==> src/design/assert_macros.svh <==
// ----------------------------------------------------------------------------
// Assertion macros
// Clocked assertion helpers, included by code_symbol_bit_packer.sv.
// ----------------------------------------------------------------------------
`ifndef ASSERT_MACROS_SVH
`define ASSERT_MACROS_SVH

// check prop at every rising edge, off while reset is low
`define ASSERT_CLK(label, clk, rst_n, prop) \
  label: assert property (@(posedge clk) disable iff (!rst_n) (prop)) \
    else $error("assertion failed");

// check prop at every rising edge, reset included
`define ASSERT_ALWAYS(label, clk, prop) \
  label: assert property (@(posedge clk) (prop)) \
    else $error("assertion failed");

`endif

==> src/design/csbp_pkg.sv <==
// ----------------------------------------------------------------------------
// csbp_pkg
// Types and constants of the code/symbol bit packer.
// ----------------------------------------------------------------------------
`default_nettype none

package csbp_pkg;

  localparam int SYMBOL_WIDTH = 8;
  localparam int BYTE_W       = 8;
  localparam int PEND_W       = 7;
  localparam int PCNT_W       = 3;

  typedef enum logic {
    CMD_PACK  = 1'b0,
    CMD_FLUSH = 1'b1
  } cmd_t;

  typedef struct packed {
    logic       full;
    logic       empty;
    logic [1:0] count;
  } q_status_t;

endpackage

`default_nettype wire

==> src/design/csbp_front.sv <==
// ----------------------------------------------------------------------------
// csbp_front
// Accepts requests, merges code and symbol bits with the pending bits and
// queues a job of whole bytes for the back end.
// ----------------------------------------------------------------------------
`default_nettype none

module csbp_front
  import csbp_pkg::*;
#(
  parameter int CODE_WIDTH = 16,
  parameter int ACC_W      = PEND_W + CODE_WIDTH + SYMBOL_WIDTH,
  parameter int NB_W       = $clog2(ACC_W / BYTE_W + 1)
) (
  input  wire logic                    clk,
  input  wire logic                    rst_n,
  input  wire logic                    in_valid,
  output logic                         in_stall,
  input  wire logic                    in_command,
  input  wire logic [CODE_WIDTH-1:0]   in_code,
  input  wire logic [SYMBOL_WIDTH-1:0] in_symbol,
  input  wire logic [4:0]              in_code_length,
  input  wire logic                    q_full,
  output logic                         q_push,
  output logic [ACC_W-1:0]             job_acc,
  output logic [NB_W-1:0]              job_nbytes
);

  logic [PEND_W-1:0]     pend_bits_r, pend_bits_nxt;
  logic [PCNT_W-1:0]     pend_cnt_r, pend_cnt_nxt;
  logic                  accept;
  logic                  is_flush;
  logic [5:0]            len_ext;
  logic [5:0]            len;
  logic [5:0]            sym_sh;
  logic [6:0]            total;
  logic [CODE_WIDTH-1:0] code_mask;
  logic [ACC_W-1:0]      pack_acc;
  logic [NB_W-1:0]       pack_nbytes;

  assign in_stall = q_full;
  assign accept   = in_valid && !in_stall;
  assign is_flush = (cmd_t'(in_command) == CMD_FLUSH);

  always_comb begin
    len_ext     = {1'b0, in_code_length};
    len         = (len_ext > 6'(CODE_WIDTH)) ? 6'(CODE_WIDTH) : len_ext;
    code_mask   = ~({CODE_WIDTH{1'b1}} << len);
    sym_sh      = len + 6'(pend_cnt_r);
    pack_acc    = ACC_W'(pend_bits_r)
                | (ACC_W'(in_code & code_mask) << pend_cnt_r)
                | (ACC_W'(in_symbol) << sym_sh);
    total       = 7'(sym_sh) + 7'(SYMBOL_WIDTH);
    pack_nbytes = NB_W'(total >> 3);
  end

  always_comb begin
    q_push        = 1'b0;
    job_acc       = pack_acc;
    job_nbytes    = pack_nbytes;
    pend_bits_nxt = pend_bits_r;
    pend_cnt_nxt  = pend_cnt_r;
    if (accept) begin
      if (is_flush) begin
        q_push        = (pend_cnt_r != '0);
        job_acc       = ACC_W'(pend_bits_r);
        job_nbytes    = NB_W'(1);
        pend_bits_nxt = '0;
        pend_cnt_nxt  = '0;
      end else begin
        q_push        = 1'b1;
        pend_cnt_nxt  = total[2:0];
        pend_bits_nxt = PEND_W'(pack_acc >> {pack_nbytes, 3'b000});
      end
    end
  end

  always_ff @(posedge clk) begin
    if (!rst_n) begin
      pend_bits_r <= '0;
      pend_cnt_r  <= '0;
    end else begin
      pend_bits_r <= pend_bits_nxt;
      pend_cnt_r  <= pend_cnt_nxt;
    end
  end

endmodule

`default_nettype wire

==> src/design/csbp_queue.sv <==
// ----------------------------------------------------------------------------
// csbp_queue
// Two-entry job queue between the front and back ends.
// ----------------------------------------------------------------------------
`default_nettype none

module csbp_queue
  import csbp_pkg::*;
#(
  parameter int WIDTH = 8
) (
  input  wire logic             clk,
  input  wire logic             rst_n,
  input  wire logic             push,
  input  wire logic [WIDTH-1:0] wr_data,
  input  wire logic             pop,
  output logic [WIDTH-1:0]      rd_data,
  output q_status_t             status
);

  logic [WIDTH-1:0] mem_r [2];
  logic             wr_ptr_r, wr_ptr_nxt;
  logic             rd_ptr_r, rd_ptr_nxt;
  logic [1:0]       count_r, count_nxt;
  logic             do_push;
  logic             do_pop;

  assign status.full  = (count_r == 2'd2);
  assign status.empty = (count_r == 2'd0);
  assign status.count = count_r;
  assign rd_data      = mem_r[rd_ptr_r];
  assign do_push      = push && !status.full;
  assign do_pop       = pop && !status.empty;

  always_comb begin
    wr_ptr_nxt = do_push ? !wr_ptr_r : wr_ptr_r;
    rd_ptr_nxt = do_pop ? !rd_ptr_r : rd_ptr_r;
    count_nxt  = count_r + 2'(do_push) - 2'(do_pop);
  end

  always_ff @(posedge clk) begin
    if (do_push) begin
      mem_r[wr_ptr_r] <= wr_data;
    end
  end

  always_ff @(posedge clk) begin
    if (!rst_n) begin
      wr_ptr_r <= 1'b0;
      rd_ptr_r <= 1'b0;
      count_r  <= 2'd0;
    end else begin
      wr_ptr_r <= wr_ptr_nxt;
      rd_ptr_r <= rd_ptr_nxt;
      count_r  <= count_nxt;
    end
  end

endmodule

`default_nettype wire

==> src/design/csbp_back.sv <==
// ----------------------------------------------------------------------------
// csbp_back
// Emits the bytes of the head job, one per cycle while out_stall is low, through an output register.
// ----------------------------------------------------------------------------
`default_nettype none

module csbp_back
  import csbp_pkg::*;
#(
  parameter int ACC_W = 31,
  parameter int NB_W  = 3
) (
  input  wire logic              clk,
  input  wire logic              rst_n,
  input  wire logic [ACC_W-1:0]  job_acc,
  input  wire logic [NB_W-1:0]   job_nbytes,
  input  wire q_status_t         q_status,
  output logic                   q_pop,
  output logic                   out_valid,
  input  wire logic              out_stall,
  output logic [BYTE_W-1:0]      out_out_byte,
  output logic                   out_last
);

  logic [NB_W-1:0]   idx_r, idx_nxt;
  logic              valid_r, valid_nxt;
  logic [BYTE_W-1:0] byte_r, byte_nxt;
  logic              last_r, last_nxt;
  logic              load;
  logic              is_last;

  assign out_valid    = valid_r;
  assign out_out_byte = byte_r;
  assign out_last     = last_r;
  assign load         = !valid_r || !out_stall;
  assign is_last      = (idx_r == job_nbytes - NB_W'(1));

  always_comb begin
    q_pop     = 1'b0;
    idx_nxt   = idx_r;
    valid_nxt = valid_r;
    byte_nxt  = byte_r;
    last_nxt  = last_r;
    if (load) begin
      valid_nxt = !q_status.empty;
      if (!q_status.empty) begin
        byte_nxt = BYTE_W'(job_acc >> {idx_r, 3'b000});
        last_nxt = is_last;
        q_pop    = is_last;
        idx_nxt  = is_last ? '0 : idx_r + NB_W'(1);
      end
    end
  end

  always_ff @(posedge clk) begin
    byte_r <= byte_nxt;
    last_r <= last_nxt;
  end

  always_ff @(posedge clk) begin
    if (!rst_n) begin
      idx_r   <= '0;
      valid_r <= 1'b0;
    end else begin
      idx_r   <= idx_nxt;
      valid_r <= valid_nxt;
    end
  end

endmodule

`default_nettype wire

==> src/design/code_symbol_bit_packer.sv <==
// ----------------------------------------------------------------------------
// code_symbol_bit_packer
// Packs (code, symbol) pairs LSB first into bytes; flush emits the partial
// byte zero padded.
// ----------------------------------------------------------------------------
// channel  direction  handshake            payload
// in       input      in_valid/in_stall    command, code, symbol, code_length
// out      output     out_valid/out_stall  out_byte, last
//
// A pair yields one to three bytes (default widths), one per cycle from the
// back end output register unless out_stall; a flush yields zero or one byte.
// The front end takes a request every cycle while the two-entry job queue
// has room.
// Reset is synchronous active low and clears pending bits, queue and output valid.
// out_stall holds the output register; the queue then fills and raises
// in_stall.
// ----------------------------------------------------------------------------
`default_nettype none

`include "assert_macros.svh"

module code_symbol_bit_packer
  import csbp_pkg::*;
#(
  parameter int CODE_WIDTH = 16
) (
  input  wire logic                    clk,
  input  wire logic                    rst_n,
  input  wire logic                    in_valid,
  output logic                         in_stall,
  input  wire logic                    in_command,
  input  wire logic [CODE_WIDTH-1:0]   in_code,
  input  wire logic [SYMBOL_WIDTH-1:0] in_symbol,
  input  wire logic [4:0]              in_code_length,
  output logic                         out_valid,
  input  wire logic                    out_stall,
  output logic [BYTE_W-1:0]            out_out_byte,
  output logic                         out_last
);

  localparam int ACC_W = PEND_W + CODE_WIDTH + SYMBOL_WIDTH;
  localparam int NB_W  = $clog2(ACC_W / BYTE_W + 1);
  localparam int JOB_W = ACC_W + NB_W;

  logic             q_push;
  logic             q_pop;
  q_status_t        q_status;
  logic [ACC_W-1:0] push_acc;
  logic [NB_W-1:0]  push_nbytes;
  logic [JOB_W-1:0] head_job;

  csbp_front #(
    .CODE_WIDTH (CODE_WIDTH),
    .ACC_W      (ACC_W),
    .NB_W       (NB_W)
  ) u_front (
    .clk            (clk),
    .rst_n          (rst_n),
    .in_valid       (in_valid),
    .in_stall       (in_stall),
    .in_command     (in_command),
    .in_code        (in_code),
    .in_symbol      (in_symbol),
    .in_code_length (in_code_length),
    .q_full         (q_status.full),
    .q_push         (q_push),
    .job_acc        (push_acc),
    .job_nbytes     (push_nbytes)
  );

  csbp_queue #(
    .WIDTH (JOB_W)
  ) u_queue (
    .clk     (clk),
    .rst_n   (rst_n),
    .push    (q_push),
    .wr_data ({push_nbytes, push_acc}),
    .pop     (q_pop),
    .rd_data (head_job),
    .status  (q_status)
  );

  csbp_back #(
    .ACC_W (ACC_W),
    .NB_W  (NB_W)
  ) u_back (
    .clk          (clk),
    .rst_n        (rst_n),
    .job_acc      (head_job[ACC_W-1:0]),
    .job_nbytes   (head_job[JOB_W-1:ACC_W]),
    .q_status     (q_status),
    .q_pop        (q_pop),
    .out_valid    (out_valid),
    .out_stall    (out_stall),
    .out_out_byte (out_out_byte),
    .out_last     (out_last)
  );

  `ASSERT_CLK(a_no_push_when_full, clk, rst_n, q_push |-> !q_status.full)
  `ASSERT_CLK(a_pop_shows_last, clk, rst_n, q_pop |=> (out_valid && out_last))
  `ASSERT_CLK(a_count_hold, clk, rst_n, (!q_push && !q_pop) |=> $stable(q_status.count))

endmodule

`default_nettype wire

==> config.mk <==
export PLATFORM = sky130hd
export DESIGN_NAME = code_symbol_bit_packer
export DESIGN_NICKNAME = d
export VERILOG_FILES = /design/src/design/csbp_pkg.sv /design/src/design/csbp_front.sv /design/src/design/csbp_queue.sv /design/src/design/csbp_back.sv /design/src/design/code_symbol_bit_packer.sv
export VERILOG_INCLUDE_DIRS = /design/src /design/src/design
export SDC_FILE = /design/constraint.sdc
export NUM_CORES = 1
export LEC_CHECK = 0
export BUFFER_PORTS_ARGS = -buffer_cell sky130_fd_sc_hd__buf_2
export CAP_MARGIN = 20
export CORE_MARGIN = 8
export CORE_UTILIZATION = 45
export DETAILED_ROUTE_END_ITERATION = 6
export MAX_ROUTING_LAYER = met4
export PLACE_DENSITY = 0.72
export SYNTH_ARGS = -nofsm -noshare
export SYNTH_HDL_FRONTEND = slang
export SYNTH_SLANG_ARGS = --single-unit
export TNS_END_PERCENT = 20
==> constraint.sdc <==
create_clock -name clk -period 3.7 [get_ports clk]
set_input_delay 0.925 -clock clk [delete_from_list [all_inputs] [get_ports clk]]
set_output_delay 0.925 -clock clk [all_outputs]
set_load 0.02 [all_outputs]
==> run summary <==
status - complete, no violations
most frequent cells in the layout - edfxtp_1 (75), nor2_1 (46), buf_2 (44), nand2_1 (41), a21oi_1 (35)
Avg Cell Area, Syn - 10.89 um^2
largest cells by area after synthesis - edfxtp_1 (39%), mux4_2 (9.0%), dfxtp_1 (6.2%)
period utilization - 0.8740
Num CTS Buffers - 9
asr flop ratio synth - 0
register area share after synthesis - 0.4519
Clock Sinks - 93
WL/cell - 19.92 um
DRT iter0 DRCs - 383
IO Count - 45
# resized after CTS - 0
library cells used by synthesis - 75
CP endpoint kind - flip-flop
Peak VDD IR - 0.0002456 V
routed length on met2 - 6.934 mm
Crit Path Class - input pin to flip-flop
hold slack - 0.4859 ns
initial antenna violation count - 0
Seq cells post-synth - 93
unrepaired setup endpoints after global routing - false
First-pass DRT Iterations - 5
Fmax - 309.3 MHz
Synthesis Warnings - 0
Final Critical Period - 3.234 ns
GR Util All Layers - 0.1872
Area growth syn-to-layout - 11.00%
leading area contributor after synthesis - edfxtp_1
most common cell after layout, fill and taps aside - edfxtp_1
post-synthesis cell area - 0.005781 mm^2
DR vias/cell - 6.024
HP Class - flip-flop to flip-flop
pwr dens - 541.3 mW/mm^2
setup ws final - 0.4664 ns
dpl cell area - 0.006156 mm^2
final setup TNS - 0 ns
number of max-cap violations - 0
gate count of the mapped netlist - 531
area of the core - 0.01257 mm^2
Post-synth top flop - edfxtp_1
filler cell count - 1141
Vias - 4482
Post-synth EDFFs - 75
WP data required - 3.81 ns
Final HPWL DP - 11.09 mm
Final Max Slew Viols - 0
nets@finish - 604
FP Rows - 41
Final Setup Violations - 0
H-tree depth - 3
Max-slew headroom - 0.4116
Die Area - 0.01673 mm^2
Arrival @ worst endpoint - 3.35 ns
number of global-route vias before repair - 4369
DR DRC count - 0
routability cong. - 0.9274
initial core utilization - 0.4599
crit-path max FO - 11
n_diodes - 0
CTS tree - built
clock skew - 0.01102 ns
net count after synthesis - 568
wl on met1 - 6.644 mm
pre-CTS worst setup slack - 0.1153 ns
PortBufs - 44
cts hold-fix bufs - 0
metal3 WL - 791 um
Fin. Hold Viols - 0
total gr overflow - 0
clock latency on the worst-skew pair - 0.34 ns
CTS max path bufs - 2
type of origin of the critical path - input pin
DRT Wirelength - 14.82 mm
proportion of layout cells with a drive suffix above 1 - 0.2343
clk root buf - clkbuf_16
setup bufs post-CTS - 0
post-route cell area - 0.006416 mm^2
largest net degree at the start of global routing - 35
final core utilization - 0.5105
top cell type's share of synthesized area - 0.3896
antenna-violating nets left - 0
die height - 129.3 um
top layer used by detailed routing - met4
Slew @ Worst Pin - 0.8783 ns
Chip Width - 129.3 um
Clock transition at path regs - 0.06 ns
first-pass GRT wire length - 23.61 mm
LEAKAGE - 0.002232 uW
cell type report:
class	count	area, um^2	area share
multi-input combinational	389	2920	0.4551
sequential	93	2613	0.4072
timing repair buffer	64	370.4	0.05772
clock buffer	11	232.7	0.03627
tap	172	215.2	0.03354
inverter	10	37.54	0.005850
clock inverter	5	27.53	0.004290
path summary, 6_finish.rpt:
check                                startpoint                        endpoint  slack (ns)  cells after the start
min               u_back.out_valid$_SDFFE_PN0N_   u_back.out_valid$_SDFFE_PN0N_        0.49                      2
max reg2reg  u_front.pend_cnt_r[1]$_SDFFE_PN0P_  u_queue.mem_r[0][12]$_DFFE_PP_        0.70                      9
max                           in_code_length[0]  u_queue.mem_r[1][17]$_DFFE_PP_        0.47                      8
min reg2reg       u_back.out_valid$_SDFFE_PN0N_   u_back.out_valid$_SDFFE_PN0N_        0.49                      2
kinds of logic after synthesis:
group	synth area share
and+or+nand+nor	0.1509
AOI/OAI and AO/OA	0.1760
xor gates and xnor gates	0.01039
muxes	0.1610
buffers and inverters	0.04329
DFF	0.4519
adders and majority gates	0.006494
layer usage:
metal / global-route usage / up-vias
li1: - / 2113
met1: 0.2387 / 2189
met2: 0.2914 / 146
met3: 0.03780 / 34
met4: 0.06496 / 0
met5: - / -
stage by stage:
| step | power (uW) | instances |
|---|---|---|
| finish | 3473 | 744 |
| global route | 3652 | 744 |
| CTS | 3493 | 744 |
| detailed placement | 2680 | 728 |
| global placement | 2649 | 728 |
| floorplan | 2327 | 531 |
critical path, stage by stage:
cell	delay [ns]
buf_2	0.21
nand2_1	0.17
a2111oi_1	0.48
a211o_1	0.25
nand2_1	0.37
nor2_1	0.46
a22oi_1	0.12
a21oi_1	0.35
Yosys cell counts (all sizes together), types with 3 or more instances:
library cell,instances
mux2i,24
a21oi,36
o211ai,5
nand2,41
nor2b,14
nor3b,3
clkbuf,16
and3,4
o221a,3
nor3,19
nand3,15
buf,23
a21boi,4
a21o,3
or3,3
edfxtp,75
a31oi,3
a22oi,8
a211oi,4
mux2,15
inv,9
a211o,3
a32oi,4
and2,13
mux4,23
ha,3
o21bai,3
o22ai,9
o21a,4
nor2,48
xnor2,5
nand2b,7
o21ai,27
dfxtp,18
o31ai,5
flip-flops by register name, summed over array words and instances, names as in the netlist, named ones only:
name,cells
u_queue.mem_r,66
u_back.out_out_byte,8
u_front.pend_bits_r,7
u_front.pend_cnt_r,3
u_back.idx_r,2
u_queue.count_r,2
u_back.out_last,1
u_back.out_valid,1
u_queue.rd_ptr_r,1
u_queue.wr_ptr_r,1
power breakdown:
part	leakage, uW	internal (uW)	switching [uW]
Sequential	0.000849	1380	64.8
Clock	0.000122	450	376
Combinational	0.00126	504	702
Total	0.00223	2330	1140
Power figures use the tool's default switching activity.
